==> config.mk <==
export PLATFORM = sky130hd
export DESIGN_NAME = flash_sample_accumulate_average_core_flat
export DESIGN_NICKNAME = d
export VERILOG_FILES = /design/src/fsaa_pkg.sv /design/src/fsaa_if.sv /design/src/fsaa_alu.sv /design/src/fsaa_ctrl.sv /design/src/flash_sample_accumulate_average_core.sv /design/src/flat_wrapper.sv
export VERILOG_INCLUDE_DIRS = /design/src /design/src/src
export SDC_FILE = /design/constraint.sdc
export NUM_CORES = 1
export LEC_CHECK = 0
export BUFFER_PORTS_ARGS = -buffer_cell sky130_fd_sc_hd__buf_2
export CORE_MARGIN = 2
export CORE_UTILIZATION = 40
export DETAILED_ROUTE_END_ITERATION = 10
export PLACE_DENSITY = 0.58
export SYNTH_ARGS = -nofsm -noshare
export SYNTH_HDL_FRONTEND = slang
export SYNTH_SLANG_ARGS = --single-unit
==> constraint.sdc <==
create_clock -name clk -period 6.46 [get_ports clk]
set_input_delay 0 -clock clk [delete_from_list [all_inputs] [get_ports clk]]
set_output_delay 0 -clock clk [all_outputs]
set_load 0.005 [all_outputs]
==> src/flash_sample_accumulate_average_core_macros.svh <==
// Assertion macros for the flash accumulate and average core.
// Taken in by the files that assert; no dependencies.
`ifndef FLASH_SAMPLE_ACCUMULATE_AVERAGE_CORE_MACROS_SVH
`define FLASH_SAMPLE_ACCUMULATE_AVERAGE_CORE_MACROS_SVH

`ifndef ASSERT_OFF

`define FSAA_ASSERT(label, clk, rst_n, prop, msg) \
  label: assert property (@(posedge clk) disable iff (!rst_n) prop) \
    else $error(msg);

`define FSAA_ASSERT_NR(label, clk, prop, msg) \
  label: assert property (@(posedge clk) prop) \
    else $error(msg);

`else

`define FSAA_ASSERT(label, clk, rst_n, prop, msg)

`define FSAA_ASSERT_NR(label, clk, prop, msg)

`endif

`endif

==> src/fsaa_pkg.sv <==
// Shared constants, types and lookup functions of the flash accumulate core.
// No dependencies.
package fsaa_pkg;

  localparam int SAMPLE_BITS_DEF = 16;
  localparam int OUT_W           = 16;
  localparam int ROW_W           = 24;
  localparam int CNT_W           = 7;
  localparam int PTS_W           = 8;
  localparam int CFG_W           = 8;
  localparam int CFG_IDX_W       = 2;
  localparam int SEL_W           = 2;
  localparam int SHIFT_W         = 3;
  localparam int DIV_STEPS       = ROW_W;
  localparam int DIV_CNT_W       = $clog2(DIV_STEPS);

  localparam logic [CFG_IDX_W-1:0] CFG_ACCUM_SELECT = 2'd0;
  localparam logic [CFG_IDX_W-1:0] CFG_DARK_ENABLE  = 2'd1;
  localparam logic [CFG_IDX_W-1:0] CFG_EM_POINTS    = 2'd2;

  typedef enum logic [3:0] {
    ST_IDLE,
    ST_MAIN,
    ST_REF,
    ST_DARK,
    ST_COUNT,
    ST_SUB,
    ST_ROW,
    ST_DIV,
    ST_OUT
  } state_t;

  typedef struct packed {
    logic in_valid;
    logic dark_en;
    logic point_last;
    logic row_last;
    logic div_last;
    logic out_free;
  } sts_t;

  typedef struct packed {
    logic in_ready;
    logic do_main;
    logic do_ref;
    logic do_dark;
    logic do_count;
    logic do_sub;
    logic do_row;
    logic do_div;
    logic do_out;
  } ctl_t;

  function automatic logic [CNT_W:0] flash_target(input logic [SEL_W-1:0] sel);
    logic [CNT_W:0] t;
    unique case (sel)
      2'd0: t = 8'd8;
      2'd1: t = 8'd32;
      2'd2: t = 8'd64;
      2'd3: t = 8'd128;
      default: t = 8'd8;
    endcase
    return t;
  endfunction

  function automatic logic [SHIFT_W-1:0] flash_shift(input logic [SEL_W-1:0] sel);
    logic [SHIFT_W-1:0] s;
    unique case (sel)
      2'd0: s = 3'd3;
      2'd1: s = 3'd5;
      2'd2: s = 3'd6;
      2'd3: s = 3'd7;
      default: s = 3'd3;
    endcase
    return s;
  endfunction

endpackage

==> src/fsaa_if.sv <==
// Valid/ready channel interfaces for flash transactions and point results.
// Depends on fsaa_pkg.
interface fsaa_in_if #(
  parameter int SAMPLE_BITS = fsaa_pkg::SAMPLE_BITS_DEF
);
  logic                          valid;
  logic                          ready;
  logic signed [SAMPLE_BITS-1:0] main_raw;
  logic signed [SAMPLE_BITS-1:0] ref_raw;
  logic signed [SAMPLE_BITS-1:0] dark_raw;
  logic                          restart;

  modport source (output valid, main_raw, ref_raw, dark_raw, restart, input ready);
  modport sink   (input valid, main_raw, ref_raw, dark_raw, restart, output ready);
endinterface

interface fsaa_out_if;
  logic                             valid;
  logic                             ready;
  logic [fsaa_pkg::OUT_W-1:0]       point_main;
  logic [fsaa_pkg::OUT_W-1:0]       point_ref;
  logic                             row_done;
  logic [fsaa_pkg::OUT_W-1:0]       row_ref_avg;
  logic                             main_underflow;

  modport source (output valid, point_main, point_ref, row_done, row_ref_avg,
                  main_underflow, input ready);
  modport sink   (input valid, point_main, point_ref, row_done, row_ref_avg,
                  main_underflow, output ready);
endinterface

==> src/fsaa_alu.sv <==
// Shared add/subtract unit with carry-out (borrow on subtract).
// No dependencies.
module fsaa_alu #(
  parameter int W = 25
) (
  input  logic [W-1:0] a,
  input  logic [W-1:0] b,
  input  logic         sub,
  output logic [W-1:0] res,
  output logic         carry
);

  assign {carry, res} = sub ? ({1'b0, a} - {1'b0, b}) : ({1'b0, a} + {1'b0, b});

endmodule

==> src/fsaa_ctrl.sv <==
// Sequencer stepping one flash transaction through the shared adder.
// Depends on fsaa_pkg.
module fsaa_ctrl (
  input  logic           clk,
  input  logic           rst_n,
  input  fsaa_pkg::sts_t sts,
  output fsaa_pkg::ctl_t ctl
);

  fsaa_pkg::state_t state_r, state_nxt;

  always_ff @(posedge clk) begin
    if (!rst_n) begin
      state_r <= fsaa_pkg::ST_IDLE;
    end else begin
      state_r <= state_nxt;
    end
  end

  always_comb begin
    state_nxt = state_r;
    unique case (state_r)
      fsaa_pkg::ST_IDLE: begin
        if (sts.in_valid) state_nxt = fsaa_pkg::ST_MAIN;
      end
      fsaa_pkg::ST_MAIN: state_nxt = fsaa_pkg::ST_REF;
      fsaa_pkg::ST_REF: begin
        state_nxt = sts.dark_en ? fsaa_pkg::ST_DARK : fsaa_pkg::ST_COUNT;
      end
      fsaa_pkg::ST_DARK: state_nxt = fsaa_pkg::ST_COUNT;
      fsaa_pkg::ST_COUNT: begin
        state_nxt = sts.point_last ? fsaa_pkg::ST_SUB : fsaa_pkg::ST_IDLE;
      end
      fsaa_pkg::ST_SUB: state_nxt = fsaa_pkg::ST_ROW;
      fsaa_pkg::ST_ROW: begin
        state_nxt = sts.row_last ? fsaa_pkg::ST_DIV : fsaa_pkg::ST_OUT;
      end
      fsaa_pkg::ST_DIV: begin
        if (sts.div_last) state_nxt = fsaa_pkg::ST_OUT;
      end
      fsaa_pkg::ST_OUT: begin
        if (sts.out_free) state_nxt = fsaa_pkg::ST_IDLE;
      end
      default: state_nxt = fsaa_pkg::ST_IDLE;
    endcase
  end

  always_comb begin
    ctl = '0;
    unique case (state_r)
      fsaa_pkg::ST_IDLE:  ctl.in_ready = 1'b1;
      fsaa_pkg::ST_MAIN:  ctl.do_main  = 1'b1;
      fsaa_pkg::ST_REF:   ctl.do_ref   = 1'b1;
      fsaa_pkg::ST_DARK:  ctl.do_dark  = 1'b1;
      fsaa_pkg::ST_COUNT: ctl.do_count = 1'b1;
      fsaa_pkg::ST_SUB:   ctl.do_sub   = 1'b1;
      fsaa_pkg::ST_ROW:   ctl.do_row   = 1'b1;
      fsaa_pkg::ST_DIV:   ctl.do_div   = 1'b1;
      fsaa_pkg::ST_OUT:   ctl.do_out   = sts.out_free;
      default:            ctl          = '0;
    endcase
  end

endmodule

==> src/flash_sample_accumulate_average_core.sv <==
// Flash accumulate and average core: per-point boxcar sums, optional dark subtraction,
// row reference mean by a 24-step restoring divide on the shared adder.
// A new flash is accepted only with the sequencer back in idle, after the shared adder
// has summed the last one and, at a point end, its result has been registered; that
// register waits while an unread result is held, so an output stall holds the input.
// Reset: synchronous active-low; clears sums, counters, output valid, resets config.
`include "flash_sample_accumulate_average_core_macros.svh"
module flash_sample_accumulate_average_core #(
  parameter int SAMPLE_BITS = fsaa_pkg::SAMPLE_BITS_DEF
) (
  input  logic                             clk,
  input  logic                             rst_n,
  fsaa_in_if.sink                          in_ch,
  fsaa_out_if.source                       out_ch,
  input  logic                             cfg_we,
  input  logic [fsaa_pkg::CFG_IDX_W-1:0]   cfg_index,
  input  logic [fsaa_pkg::CFG_W-1:0]       cfg_wdata
);

  localparam int SUM_BITS = SAMPLE_BITS + 7;
  localparam int ALU_W    = ((SUM_BITS > fsaa_pkg::ROW_W) ? SUM_BITS : fsaa_pkg::ROW_W) + 1;
  localparam int SHIFT_AMT_W = fsaa_pkg::SHIFT_W;

  fsaa_pkg::sts_t sts;
  fsaa_pkg::ctl_t ctl;

  logic [fsaa_pkg::SEL_W-1:0]     accum_sel_r;
  logic                           dark_en_r;
  logic [fsaa_pkg::PTS_W-1:0]     em_points_r;

  logic [SUM_BITS-1:0]            main_sum_r, ref_sum_r, dark_sum_r;
  logic [fsaa_pkg::CNT_W-1:0]     flash_count_r;
  logic [fsaa_pkg::ROW_W-1:0]     row_ref_sum_r;
  logic [fsaa_pkg::PTS_W-1:0]     point_count_r;

  logic [SAMPLE_BITS-1:0]         main_s_r, ref_s_r, dark_s_r;
  logic [SAMPLE_BITS-1:0]         p_main_r, p_ref_r;
  logic                           underflow_r;
  logic                           row_done_r;
  logic [fsaa_pkg::ROW_W-1:0]     div_q_r;
  logic [fsaa_pkg::PTS_W-1:0]     div_rem_r;
  logic [fsaa_pkg::PTS_W-1:0]     div_n_r;
  logic [fsaa_pkg::DIV_CNT_W-1:0] div_cnt_r;

  logic                           out_valid_r;
  logic [fsaa_pkg::OUT_W-1:0]     out_main_r, out_ref_r, out_row_avg_r;
  logic                           out_row_done_r, out_underflow_r;

  logic [ALU_W-1:0]               alu_a, alu_b, alu_res;
  logic                           alu_sub, alu_carry;

  logic                           in_fire;
  logic [fsaa_pkg::CNT_W:0]       flash_done;
  logic [SUM_BITS-1:0]            main_val;
  logic [SHIFT_AMT_W-1:0]         shamt;
  logic [fsaa_pkg::PTS_W:0]       rem_shift;

  assign in_fire    = in_ch.valid & in_ch.ready;
  assign flash_done = {1'b0, flash_count_r} + 1'b1;
  assign shamt      = fsaa_pkg::flash_shift(accum_sel_r);
  assign rem_shift  = {div_rem_r, div_q_r[fsaa_pkg::ROW_W-1]};

  assign sts.in_valid   = in_ch.valid;
  assign sts.dark_en    = dark_en_r;
  assign sts.point_last = flash_done >= fsaa_pkg::flash_target(accum_sel_r);
  assign sts.row_last   = (point_count_r == '0) || (point_count_r >= em_points_r);
  assign sts.div_last   = div_cnt_r == '0;
  assign sts.out_free   = !out_valid_r || out_ch.ready;

  fsaa_ctrl u_ctrl (
    .clk   (clk),
    .rst_n (rst_n),
    .sts   (sts),
    .ctl   (ctl)
  );

  always_comb begin
    alu_a   = '0;
    alu_b   = '0;
    alu_sub = 1'b0;
    if (ctl.do_main) begin
      alu_a = ALU_W'(main_sum_r);
      alu_b = ALU_W'(main_s_r);
    end else if (ctl.do_ref) begin
      alu_a = ALU_W'(ref_sum_r);
      alu_b = ALU_W'(ref_s_r);
    end else if (ctl.do_dark) begin
      alu_a = ALU_W'(dark_sum_r);
      alu_b = ALU_W'(dark_s_r);
    end else if (ctl.do_sub) begin
      alu_a   = ALU_W'(main_sum_r);
      alu_b   = ALU_W'(dark_sum_r);
      alu_sub = 1'b1;
    end else if (ctl.do_row) begin
      alu_a = ALU_W'(row_ref_sum_r);
      alu_b = ALU_W'(p_ref_r);
    end else if (ctl.do_div) begin
      alu_a   = ALU_W'(rem_shift);
      alu_b   = ALU_W'(div_n_r);
      alu_sub = 1'b1;
    end
  end

  fsaa_alu #(.W(ALU_W)) u_alu (
    .a     (alu_a),
    .b     (alu_b),
    .sub   (alu_sub),
    .res   (alu_res),
    .carry (alu_carry)
  );

  always_comb begin
    if (!dark_en_r) begin
      main_val = main_sum_r;
    end else if (alu_carry) begin
      main_val = '0;
    end else begin
      main_val = alu_res[SUM_BITS-1:0];
    end
  end

  // configuration and run state
  always_ff @(posedge clk) begin
    if (!rst_n) begin
      accum_sel_r   <= '0;
      dark_en_r     <= 1'b0;
      em_points_r   <= fsaa_pkg::PTS_W'(1);
      main_sum_r    <= '0;
      ref_sum_r     <= '0;
      dark_sum_r    <= '0;
      flash_count_r <= '0;
      row_ref_sum_r <= '0;
      point_count_r <= '0;
    end else begin
      if (cfg_we) begin
        unique case (cfg_index)
          fsaa_pkg::CFG_ACCUM_SELECT: accum_sel_r <= cfg_wdata[fsaa_pkg::SEL_W-1:0];
          fsaa_pkg::CFG_DARK_ENABLE:  dark_en_r   <= cfg_wdata[0];
          fsaa_pkg::CFG_EM_POINTS:    em_points_r <= cfg_wdata[fsaa_pkg::PTS_W-1:0];
          default: ;
        endcase
      end
      if (in_fire && in_ch.restart) begin
        main_sum_r    <= '0;
        ref_sum_r     <= '0;
        dark_sum_r    <= '0;
        flash_count_r <= '0;
        row_ref_sum_r <= '0;
        point_count_r <= '0;
      end
      if (ctl.do_main) main_sum_r <= alu_res[SUM_BITS-1:0];
      if (ctl.do_ref)  ref_sum_r  <= alu_res[SUM_BITS-1:0];
      if (ctl.do_dark) dark_sum_r <= alu_res[SUM_BITS-1:0];
      if (ctl.do_count && !sts.point_last) begin
        flash_count_r <= flash_done[fsaa_pkg::CNT_W-1:0];
      end
      if (ctl.do_sub) begin
        main_sum_r    <= '0;
        ref_sum_r     <= '0;
        dark_sum_r    <= '0;
        flash_count_r <= '0;
        point_count_r <= point_count_r + 1'b1;
      end
      if (ctl.do_row) begin
        if (sts.row_last) begin
          row_ref_sum_r <= '0;
          point_count_r <= '0;
        end else begin
          row_ref_sum_r <= alu_res[fsaa_pkg::ROW_W-1:0];
        end
      end
    end
  end

  // samples, point results and divider
  always_ff @(posedge clk) begin
    if (in_fire) begin
      main_s_r <= {~in_ch.main_raw[SAMPLE_BITS-1], in_ch.main_raw[SAMPLE_BITS-2:0]};
      ref_s_r  <= {~in_ch.ref_raw[SAMPLE_BITS-1], in_ch.ref_raw[SAMPLE_BITS-2:0]};
      dark_s_r <= {~in_ch.dark_raw[SAMPLE_BITS-1], in_ch.dark_raw[SAMPLE_BITS-2:0]};
    end
    if (ctl.do_sub) begin
      p_main_r    <= SAMPLE_BITS'(main_val >> shamt);
      p_ref_r     <= SAMPLE_BITS'(ref_sum_r >> shamt);
      underflow_r <= dark_en_r & alu_carry;
    end
    if (ctl.do_row) begin
      row_done_r <= sts.row_last;
      div_q_r    <= alu_res[fsaa_pkg::ROW_W-1:0];
      div_rem_r  <= '0;
      div_cnt_r  <= fsaa_pkg::DIV_CNT_W'(fsaa_pkg::DIV_STEPS - 1);
      div_n_r    <= (point_count_r == '0) ? fsaa_pkg::PTS_W'(1) : point_count_r;
    end
    if (ctl.do_div) begin
      div_rem_r <= alu_carry ? rem_shift[fsaa_pkg::PTS_W-1:0]
                             : alu_res[fsaa_pkg::PTS_W-1:0];
      div_q_r   <= {div_q_r[fsaa_pkg::ROW_W-2:0], ~alu_carry};
      div_cnt_r <= div_cnt_r - 1'b1;
    end
    if (ctl.do_out) begin
      out_main_r      <= fsaa_pkg::OUT_W'(p_main_r);
      out_ref_r       <= fsaa_pkg::OUT_W'(p_ref_r);
      out_row_done_r  <= row_done_r;
      out_row_avg_r   <= row_done_r ? div_q_r[fsaa_pkg::OUT_W-1:0] : '0;
      out_underflow_r <= underflow_r;
    end
  end

  always_ff @(posedge clk) begin
    if (!rst_n) begin
      out_valid_r <= 1'b0;
    end else if (ctl.do_out) begin
      out_valid_r <= 1'b1;
    end else if (out_ch.ready) begin
      out_valid_r <= 1'b0;
    end
  end

  assign in_ch.ready           = ctl.in_ready;
  assign out_ch.valid          = out_valid_r;
  assign out_ch.point_main     = out_main_r;
  assign out_ch.point_ref      = out_ref_r;
  assign out_ch.row_done       = out_row_done_r;
  assign out_ch.row_ref_avg    = out_row_avg_r;
  assign out_ch.main_underflow = out_underflow_r;

  `FSAA_ASSERT(a_busy_after_accept, clk, rst_n, in_fire |=> !in_ch.ready, "ready after accept")
  `FSAA_ASSERT(a_underflow_zero, clk, rst_n, out_ch.valid && out_ch.main_underflow |-> out_ch.point_main == '0, "underflow with nonzero main")
  `FSAA_ASSERT(a_underflow_dark, clk, rst_n, out_ch.valid && out_ch.main_underflow |-> dark_en_r, "underflow without dark subtraction")
  `FSAA_ASSERT(a_row_avg_zero, clk, rst_n, out_ch.valid && !out_ch.row_done |-> out_ch.row_ref_avg == '0, "row average outside row end")
  `FSAA_ASSERT_NR(a_reset_clears_out, clk, !rst_n |=> !out_ch.valid, "result valid after reset")

endmodule
==> src/flat_wrapper.sv <==
// flat-port wrapper written by rule: the top's interface ports become plain ports
module flash_sample_accumulate_average_core_flat 
#(
  parameter int SAMPLE_BITS = fsaa_pkg::SAMPLE_BITS_DEF
)
  (clk, rst_n, cfg_we, cfg_index, cfg_wdata, in_ch_valid, in_ch_main_raw, in_ch_ref_raw, in_ch_dark_raw, in_ch_restart, in_ch_ready, out_ch_valid, out_ch_point_main, out_ch_point_ref, out_ch_row_done, out_ch_row_ref_avg, out_ch_main_underflow, out_ch_ready);
  fsaa_in_if #(.SAMPLE_BITS(SAMPLE_BITS)) in_ch_i ();
  fsaa_out_if out_ch_i ();
  input  logic clk;
  input  logic rst_n;
  input  logic cfg_we;
  input  logic [fsaa_pkg::CFG_IDX_W-1:0] cfg_index;
  input  logic [fsaa_pkg::CFG_W-1:0] cfg_wdata;
  input wire logic [$bits(in_ch_i.valid)-1:0] in_ch_valid;
  input wire logic [$bits(in_ch_i.main_raw)-1:0] in_ch_main_raw;
  input wire logic [$bits(in_ch_i.ref_raw)-1:0] in_ch_ref_raw;
  input wire logic [$bits(in_ch_i.dark_raw)-1:0] in_ch_dark_raw;
  input wire logic [$bits(in_ch_i.restart)-1:0] in_ch_restart;
  output wire logic [$bits(in_ch_i.ready)-1:0] in_ch_ready;
  output wire logic [$bits(out_ch_i.valid)-1:0] out_ch_valid;
  output wire logic [$bits(out_ch_i.point_main)-1:0] out_ch_point_main;
  output wire logic [$bits(out_ch_i.point_ref)-1:0] out_ch_point_ref;
  output wire logic [$bits(out_ch_i.row_done)-1:0] out_ch_row_done;
  output wire logic [$bits(out_ch_i.row_ref_avg)-1:0] out_ch_row_ref_avg;
  output wire logic [$bits(out_ch_i.main_underflow)-1:0] out_ch_main_underflow;
  input wire logic [$bits(out_ch_i.ready)-1:0] out_ch_ready;
  assign in_ch_i.valid = in_ch_valid;
  assign in_ch_i.main_raw = in_ch_main_raw;
  assign in_ch_i.ref_raw = in_ch_ref_raw;
  assign in_ch_i.dark_raw = in_ch_dark_raw;
  assign in_ch_i.restart = in_ch_restart;
  assign in_ch_ready = in_ch_i.ready;
  assign out_ch_valid = out_ch_i.valid;
  assign out_ch_point_main = out_ch_i.point_main;
  assign out_ch_point_ref = out_ch_i.point_ref;
  assign out_ch_row_done = out_ch_i.row_done;
  assign out_ch_row_ref_avg = out_ch_i.row_ref_avg;
  assign out_ch_main_underflow = out_ch_i.main_underflow;
  assign out_ch_i.ready = out_ch_ready;
  flash_sample_accumulate_average_core #(.SAMPLE_BITS(SAMPLE_BITS)) u_core (.clk(clk), .rst_n(rst_n), .in_ch(in_ch_i), .out_ch(out_ch_i), .cfg_we(cfg_we), .cfg_index(cfg_index), .cfg_wdata(cfg_wdata));
endmodule
==> impl_metrics.json, run 1 <==
{
  "drc": 0,
  "clock_sinks": 301,
  "setup_viol": 0,
  "skew_ns": 0.02373,
  "synth_area_mm2": 0.01573,
  "netlist_instances": 1576,
  "synth_common_cells": "181 x nand2_1, 177 x edfxtp_1, 169 x nor2_1, 124 x dfxtp_1, 117 x a21oi_1",
  "via_per_inst": 5.789,
  "firstDrtPassIters": 6,
  "yosysSeqAreaShare": 0.4959,
  "vias": 13240,
  "min_period_over_period": 0.9288,
  "routedWlPerCell_um": 22.54,
  "clk_pin_slew_worst_paths_ns": 0.06,
  "maxCapViolations": 0,
  "final_nets": 1849,
  "critPathMaxFanout": 34,
  "fillers": 3652,
  "drtIter0Drc": 1305,
  "wl_um": 51550,
  "die_area_mm2": 0.04092,
  "die_w_um": 202.3,
  "synth_flop_cell": "edfxtp_1",
  "status": "complete, no violations",
  "worstMarginPinSlew_ns": 1.155,
  "die_height_um": 202.3,
  "yosysUniqueCellTypes": 93,
  "syn_to_final_growth_pct": 19.92,
  "synth_edf_count": 177,
  "r2r_cells": 19,
  "async_flop_share": 0,
  "hold_viol_final": 0,
  "ctsLongestPathBuffers": 3,
  "cts.root.buffer_cell": "clkbuf_16",
  "antenna_cells": 0,
  "synth_top_area_cell": "edfxtp_1",
  "hold_class": "input pin to flip-flop",
  "fin_area_mm2": 0.01886,
  "startpoint_type": "flip-flop",
  "yosys.area.top_type_share": 0.3380,
  "layout-drive-gt1-share": 0.1769,
  "setup_tns_ns": 0,
  "placeableCoreArea_mm2": 0.03874,
  "grt.total_usage": 0.2512,
  "hold_depth": 2,
  "synthTopCellsByArea": "edfxtp_1 34%, dfxtp_1 16%, nand2_1 4.3%",
  "syn_area_per_cell_um2": 9.978,
  "worst_setup_path_end_kind": "flip-flop",
  "cts_tree": "done",
  "power_density_mw_per_mm2": 340.9,
  "slew_viol_final": 0,
  "ir_drop_mv": 0.1700,
  "clk_latency_ns": 0.56,
  "yosysWarnings": 0,
  "fmax_mhz": 166.7,
  "post-route-min-period_ns": 6.000,
  "htree_levels": 2,
  "post_dp_cell_area_mm2": 0.01698,
  "cp.arrival_ns": 6.29,
  "grt_pass1_wl_um": 78250,
  "floorplan.initialDensity": 0.4059,
  "p_leak_nw": 7.085,
  "synth_seq_cells": 301,
  "gp_congestion": 0.9446,
  "grt_pass1_vias": 12630,
  "ant_nets": 0,
  "overflow": 0,
  "relSlewSlack": 0.2289,
  "post_cts_buffers": 0,
  "hpwlAfterDp_um": 36280,
  "critPathRequiredTime_ns": 6.75,
  "grt_antenna_before_repair": 0,
  "top_level_ports": 116,
  "synth_nets": 1683,
  "grt_start_max_net_pins": 67,
  "row_count": 72,
  "rsz0062_at_grt": "false",
  "critPathKind": "flip-flop to flip-flop",
  "synth.most_common_cell": "nand2_1",
  "io_buffer_count": 115,
  "numCtsBuffers": 36
}
[kinds of logic after synthesis]
logic type               after synthesis  share of synthesized area
AO/OA/AOI/OAI                        424                     0.1840
multiplexers                          58                    0.05283
AND/OR/NAND/NOR                      548                     0.1628
adder cells (fa/ha/maj)               43                    0.03469
buffers and inverters                155                    0.04360
XOR/XNOR                              47                    0.02618
flip-flops                           301                     0.4959
[report_power, final]
group | switching [mW] | internal [mW] | leakage (nW) | total (mW)
logic | 1.28 | 0.746 | 3.89 | 2.02
clock network | 0.836 | 1.30 | 0.589 | 2.13
registers | 0.0966 | 2.18 | 2.61 | 2.27
total | 2.21 | 4.22 | 7.09 | 6.43
[final timing paths]
check / from / to / slack [ns]
worst max-delay path: u_core.u_ctrl.state_r[1] / u_core.p_main_r[13] / 0.46
worst min register to register: u_core.underflow_r / u_core.out_ch.main_underflow / 0.42
worst min-delay path: in_ch_dark_raw[8] / u_core.dark_s_r[8] / 0.16
worst max register to register: u_core.u_ctrl.state_r[1] / u_core.p_main_r[13] / 0.46
[worst max-delay path, stage by stage (launching register included)]
cell      delay, ns
dfxtp_4        0.56
mux2_2         0.39
a221oi_1       0.40
nor3_1         0.18
nor3b_2        0.34
and4_1         0.46
a31oi_1        0.15
xor2_1         0.18
ha_1           0.41
nand3_1        0.20
or2_2          0.34
o221a_2        0.27
a311oi_1       0.39
o41ai_2        0.13
and4b_4        0.37
nor3_4         0.06
buf_12         0.17
nand3_1        0.13
o21ai_0        0.11
mux4_2         0.47
[through the flow]
step	hold slack (ns)	total power, mW	worst slack [ns]	cells	util
final	0.1573	6.428	0.4602	2287	0.4868
after global routing	0.1593	6.714	0.08672	2287	0.4868
after CTS	0.1269	6.453	0.3145	2287	0.4865
after detailed placement	0.1781	4.271	0.3400	2158	0.4383
after global placement	0.1778	4.262	0.4807	2158	0.4383
after floorplan	0.06194	3.532	1.125	1576	-
[flip-flops by register name, summed over array words and instances (netlist names), 16 cells and up]
register and count:
u_core.dark_s_r 16, u_core.dark_sum_r 23, u_core.div_q_r 24, u_core.main_s_r 16, u_core.main_sum_r 23, u_core.out_ch.point_main 16
u_core.out_ch.point_ref 16, u_core.out_ch.row_ref_avg 16, u_core.p_main_r 16, u_core.p_ref_r 16, u_core.ref_s_r 16, u_core.ref_sum_r 23
u_core.row_ref_sum_r 24
[timing repair]
item,4_1_cts,5_1_grt
endpoints found under the hold margin,62,0
hold buffers,64,0
resized for setup,0,3
setup endpoints to repair,0,16
[layout by cell type (no fill, tap or decap), drive strengths merged, types with 7 or more instances in the layout]
| master | synthesis | final |
|---|---|---|
| dlygate4sd3 | 0 | 64 |
| mux4 | 18 | 18 |
| a21oi | 117 | 117 |
| and3 | 12 | 12 |
| nand3 | 67 | 67 |
| nand2b | 10 | 10 |
| o31a | 7 | 7 |
| xnor2 | 31 | 31 |
| a221oi | 14 | 14 |
| o22ai | 19 | 19 |
| clkbuf | 82 | 44 |
| edfxtp | 177 | 177 |
| ha | 42 | 42 |
| a31oi | 40 | 40 |
| and3b | 9 | 9 |
| nor2b | 13 | 13 |
| inv | 35 | 38 |
| o21ai | 50 | 50 |
| nor2 | 169 | 169 |
| o31ai | 13 | 13 |
| clkinv | 0 | 10 |
| a21o | 27 | 27 |
| nand3b | 10 | 10 |
| dfxtp | 124 | 124 |
| or2 | 7 | 7 |
| nand2 | 181 | 181 |
| and2 | 25 | 25 |
| mux2i | 23 | 23 |
| buf | 38 | 184 |
| a2bb2oi | 8 | 8 |
| a22oi | 38 | 38 |
| mux2 | 17 | 17 |
| nor3 | 16 | 16 |
| xor2 | 16 | 16 |
| a311oi | 8 | 8 |
| a211oi | 22 | 22 |
[metal layers]
layer	vias up	global-route usage	wire length (µm)
li1	6169	-	-
met4	0	0.08029	1398
met3	73	0.03467	3255
met5	-	0	0
met2	478	0.4085	24390
met1	6519	0.3467	22500
[final cells by class]
cell class | instances | area, µm² | share of cell area
clock inverters | 21 | 274.0 | 0.01453
clock buffers | 44 | 952.2 | 0.05049
repair buffers | 248 | 1759 | 0.09329
flip-flops and latches | 301 | 7806 | 0.4139
inverters | 35 | 131.4 | 0.006967
well taps | 518 | 648.1 | 0.03437
multi-input cells | 1120 | 7287 | 0.3864
No activity file was read; power rests on OpenSTA's default activity.
==> run 2: changes to the inputs <==
--- a/config.mk
+++ b/config.mk
@@ -7,10 +7,13 @@
 export NUM_CORES = 1
 export LEC_CHECK = 0
 export BUFFER_PORTS_ARGS = -buffer_cell sky130_fd_sc_hd__buf_2
+export CELL_PAD_IN_SITES_DETAIL_PLACEMENT = 0
+export CELL_PAD_IN_SITES_GLOBAL_PLACEMENT = 2
 export CORE_MARGIN = 2
-export CORE_UTILIZATION = 40
+export CORE_UTILIZATION = 39
 export DETAILED_ROUTE_END_ITERATION = 10
-export PLACE_DENSITY = 0.58
+export PLACE_DENSITY = 0.8
+export SKIP_LAST_GASP = 1
 export SYNTH_ARGS = -nofsm -noshare
 export SYNTH_HDL_FRONTEND = slang
 export SYNTH_SLANG_ARGS = --single-unit
==> run 2 against run 1 <==
Utilization shrank 1.1 points. Count of clock-buffer cells in the layout grew 6. First-iteration DRC count is 12% lower. Via count is 0.37% lower. Flip-flop and latch count unchanged.
==> impl_metrics.json, run 2 (synthesized netlist as in run 1, its figures left out) <==
{
  "reg2reg_setup_slack_ns": 0.28,
  "skew_ns": 0.02313,
  "top_level_ports": 116,
  "antenna_cells": 0,
  "cp_slowest_stage_delay_ns": 0.50,
  "min_period_over_period": 0.9562,
  "power_density_mw_per_mm2": 348.1,
  "layout_setup_ws_ns": 0.2831,
  "reg_top3": "u_core.div_q_r x24, u_core.row_ref_sum_r x24",
  "worst_setup_path_end_kind": "flip-flop",
  "cts_tree": "done",
  "startpoint": "u_core.u_ctrl.state_r[1]",
  "hpwlAfterDp_um": 37680,
  "floorplan.initialDensity": 0.3958,
  "ant_nets": 0,
  "gr-usage-met2": 0.3913,
  "fillers": 3724,
  "worstReg2RegStart": "u_core.u_ctrl.state_r[1]",
  "placeableCoreArea_mm2": 0.03973,
  "hold_depth": 3,
  "crit_top_cell": "buf_4",
  "clk_pin_slew_worst_paths_ns": 0.06,
  "syn_to_final_growth_pct": 20.27,
  "clock_sinks": 301,
  "critPathKind": "flip-flop to flip-flop",
  "startpoint_type": "flip-flop",
  "setup_viol": 0,
  "die_w_um": 204.8,
  "io_buffer_count": 115,
  "min_from": "in_ch_valid",
  "final_core_util": 0.4760,
  "path_cells": "buf_4 > mux2_2 > a221oi_1 > or3_1 > inv_1 > nor3b_2 > and4_1 > a31oi_1 > xor2_1 > ha_1 > nand3_1 > or2_2 > o221a_2 > a311oi_1 > o41ai_2 > buf_4 > and4b_4 > nor3_4 > buf_12 > buf_4 > nand3_1 > o21ai_0 > mux4_2",
  "hold_viol_final": 0,
  "grt_antenna_before_repair": 0,
  "use_met3": 0.04836,
  "cts.root.buffer_cell": "clkbuf_16",
  "cp.arrival_ns": 6.47,
  "die_area_mm2": 0.04194,
  "worstMarginPinSlew_ns": 1.224,
  "crit_slowest_cell": "dfxtp_4",
  "grt.total_usage": 0.2588,
  "row_count": 73,
  "htree_levels": 2,
  "status": "complete, no violations",
  "holdWs_ns": 0.09659,
  "vias": 13190,
  "routedWlPerCell_um": 23.58,
  "ctsLongestPathBuffers": 3,
  "grt_pass1_vias": 12700,
  "grt_pass1_wl_um": 81130,
  "layout-drive-gt1-share": 0.1822,
  "slew_viol_final": 0,
  "fmax_mhz": 161.9,
  "grt_start_max_net_pins": 77,
  "use_met1": 0.3666,
  "maxCapViolations": 0,
  "critPathMaxFanout": 16,
  "gp_congestion": 0.9333,
  "clk_latency_ns": 0.56,
  "r2r_end": "u_core.p_main_r[13]",
  "r2r_cells": 23,
  "wl_um": 54190,
  "firstDrtPassIters": 7,
  "fin_area_mm2": 0.01891,
  "dp_slack_ns": 0.3341,
  "overflow": 0,
  "p_leak_nw": 7.123,
  "die_height_um": 204.8,
  "numCtsBuffers": 36,
  "top_usage_layer": "met2",
  "drtIter0Drc": 1153,
  "final_common_cell": "nand2_1",
  "ir_drop_mv": 0.1718,
  "critPathRequiredTime_ns": 6.76,
  "post_dp_cell_area_mm2": 0.01699,
  "final_cell_mix": "180 x nand2_1, 177 x edfxtp_1, 165 x nor2_1, 121 x dfxtp_1, 117 x a21oi_1",
  "drc": 0,
  "worstHoldEndpoint": "u_core.u_ctrl.state_r[0]",
  "relSlewSlack": 0.1767,
  "hold_class": "input pin to flip-flop",
  "final_nets": 1853,
  "post-route-min-period_ns": 6.177,
  "via_per_inst": 5.740
}
[run 2: area by class of cell]
type	count	area, µm²	area share
inverters	35	131.4	0.006947
flip-flops and latches	301	7804	0.4126
clock buffers	50	1007	0.05326
well taps	525	656.9	0.03473
multi-input cells	1120	7300	0.3860
clock inverters	15	222.7	0.01178
repair buffers	252	1790	0.09467
[run 2: power breakdown]
group	switching (mW)	total (mW)	internal, mW	leakage (nW)
Sequential	0.0971	2.27	2.18	2.61
Clock	0.845	2.15	1.30	0.604
Combinational	1.40	2.17	0.769	3.91
[run 2: metrics by stage]
| stage | cells | total power [mW] | setup TNS [ns] |
|---|---|---|---|
| 6_report | 2298 | 6.583 | 0 |
| 2_1_floorplan | 1576 | 3.532 | 0 |
| 3_3_place_gp | 2166 | 4.386 | 0 |
| 4_1_cts | 2294 | 6.577 | 0 |
| 5_1_grt | 2298 | 6.875 | -0.02666 |
| 3_5_place_dp | 2166 | 4.378 | 0 |
[run 2: worst max path at each step]
stage	to	slack [ns]	cells past startpoint
detailed placement	u_core.p_main_r[2]	0.33	21
global placement	u_core.p_main_r[10]	0.42	20
finish	u_core.p_main_r[13]	0.28	23
CTS	u_core.p_main_r[2]	0.30	21
floorplan	u_core.p_main_r[10]	1.13	17
global route	u_core.p_main_r[13]	-0.03	22
[run 2: layer usage]
layer  part of all wire  vias up
met5                  0        -
met4              0.035        0
met3              0.068      100
met2               0.43      480
met1               0.46     6429
li1                   -     6181
[run 2: worst max-delay path: cells and delay by family (launching register included)]
kind / cells / cell delay, ns
simple gates: 8 / 1.95
xor+xnor: 1 / 0.19
compound gates: 6 / 1.26
buf+inv: 5 / 0.77
fa+ha+maj: 1 / 0.41
mux: 2 / 0.83
flops: 1 / 0.50
[run 2: repair_timing]
action / in CTS / in global routing
hold buffers: 63 / 0
gates resized for setup: 0 / 2
hold endpoints to repair: 68 / 0
setup buffers: 0 / 4
setup endpoints to repair: 0 / 22
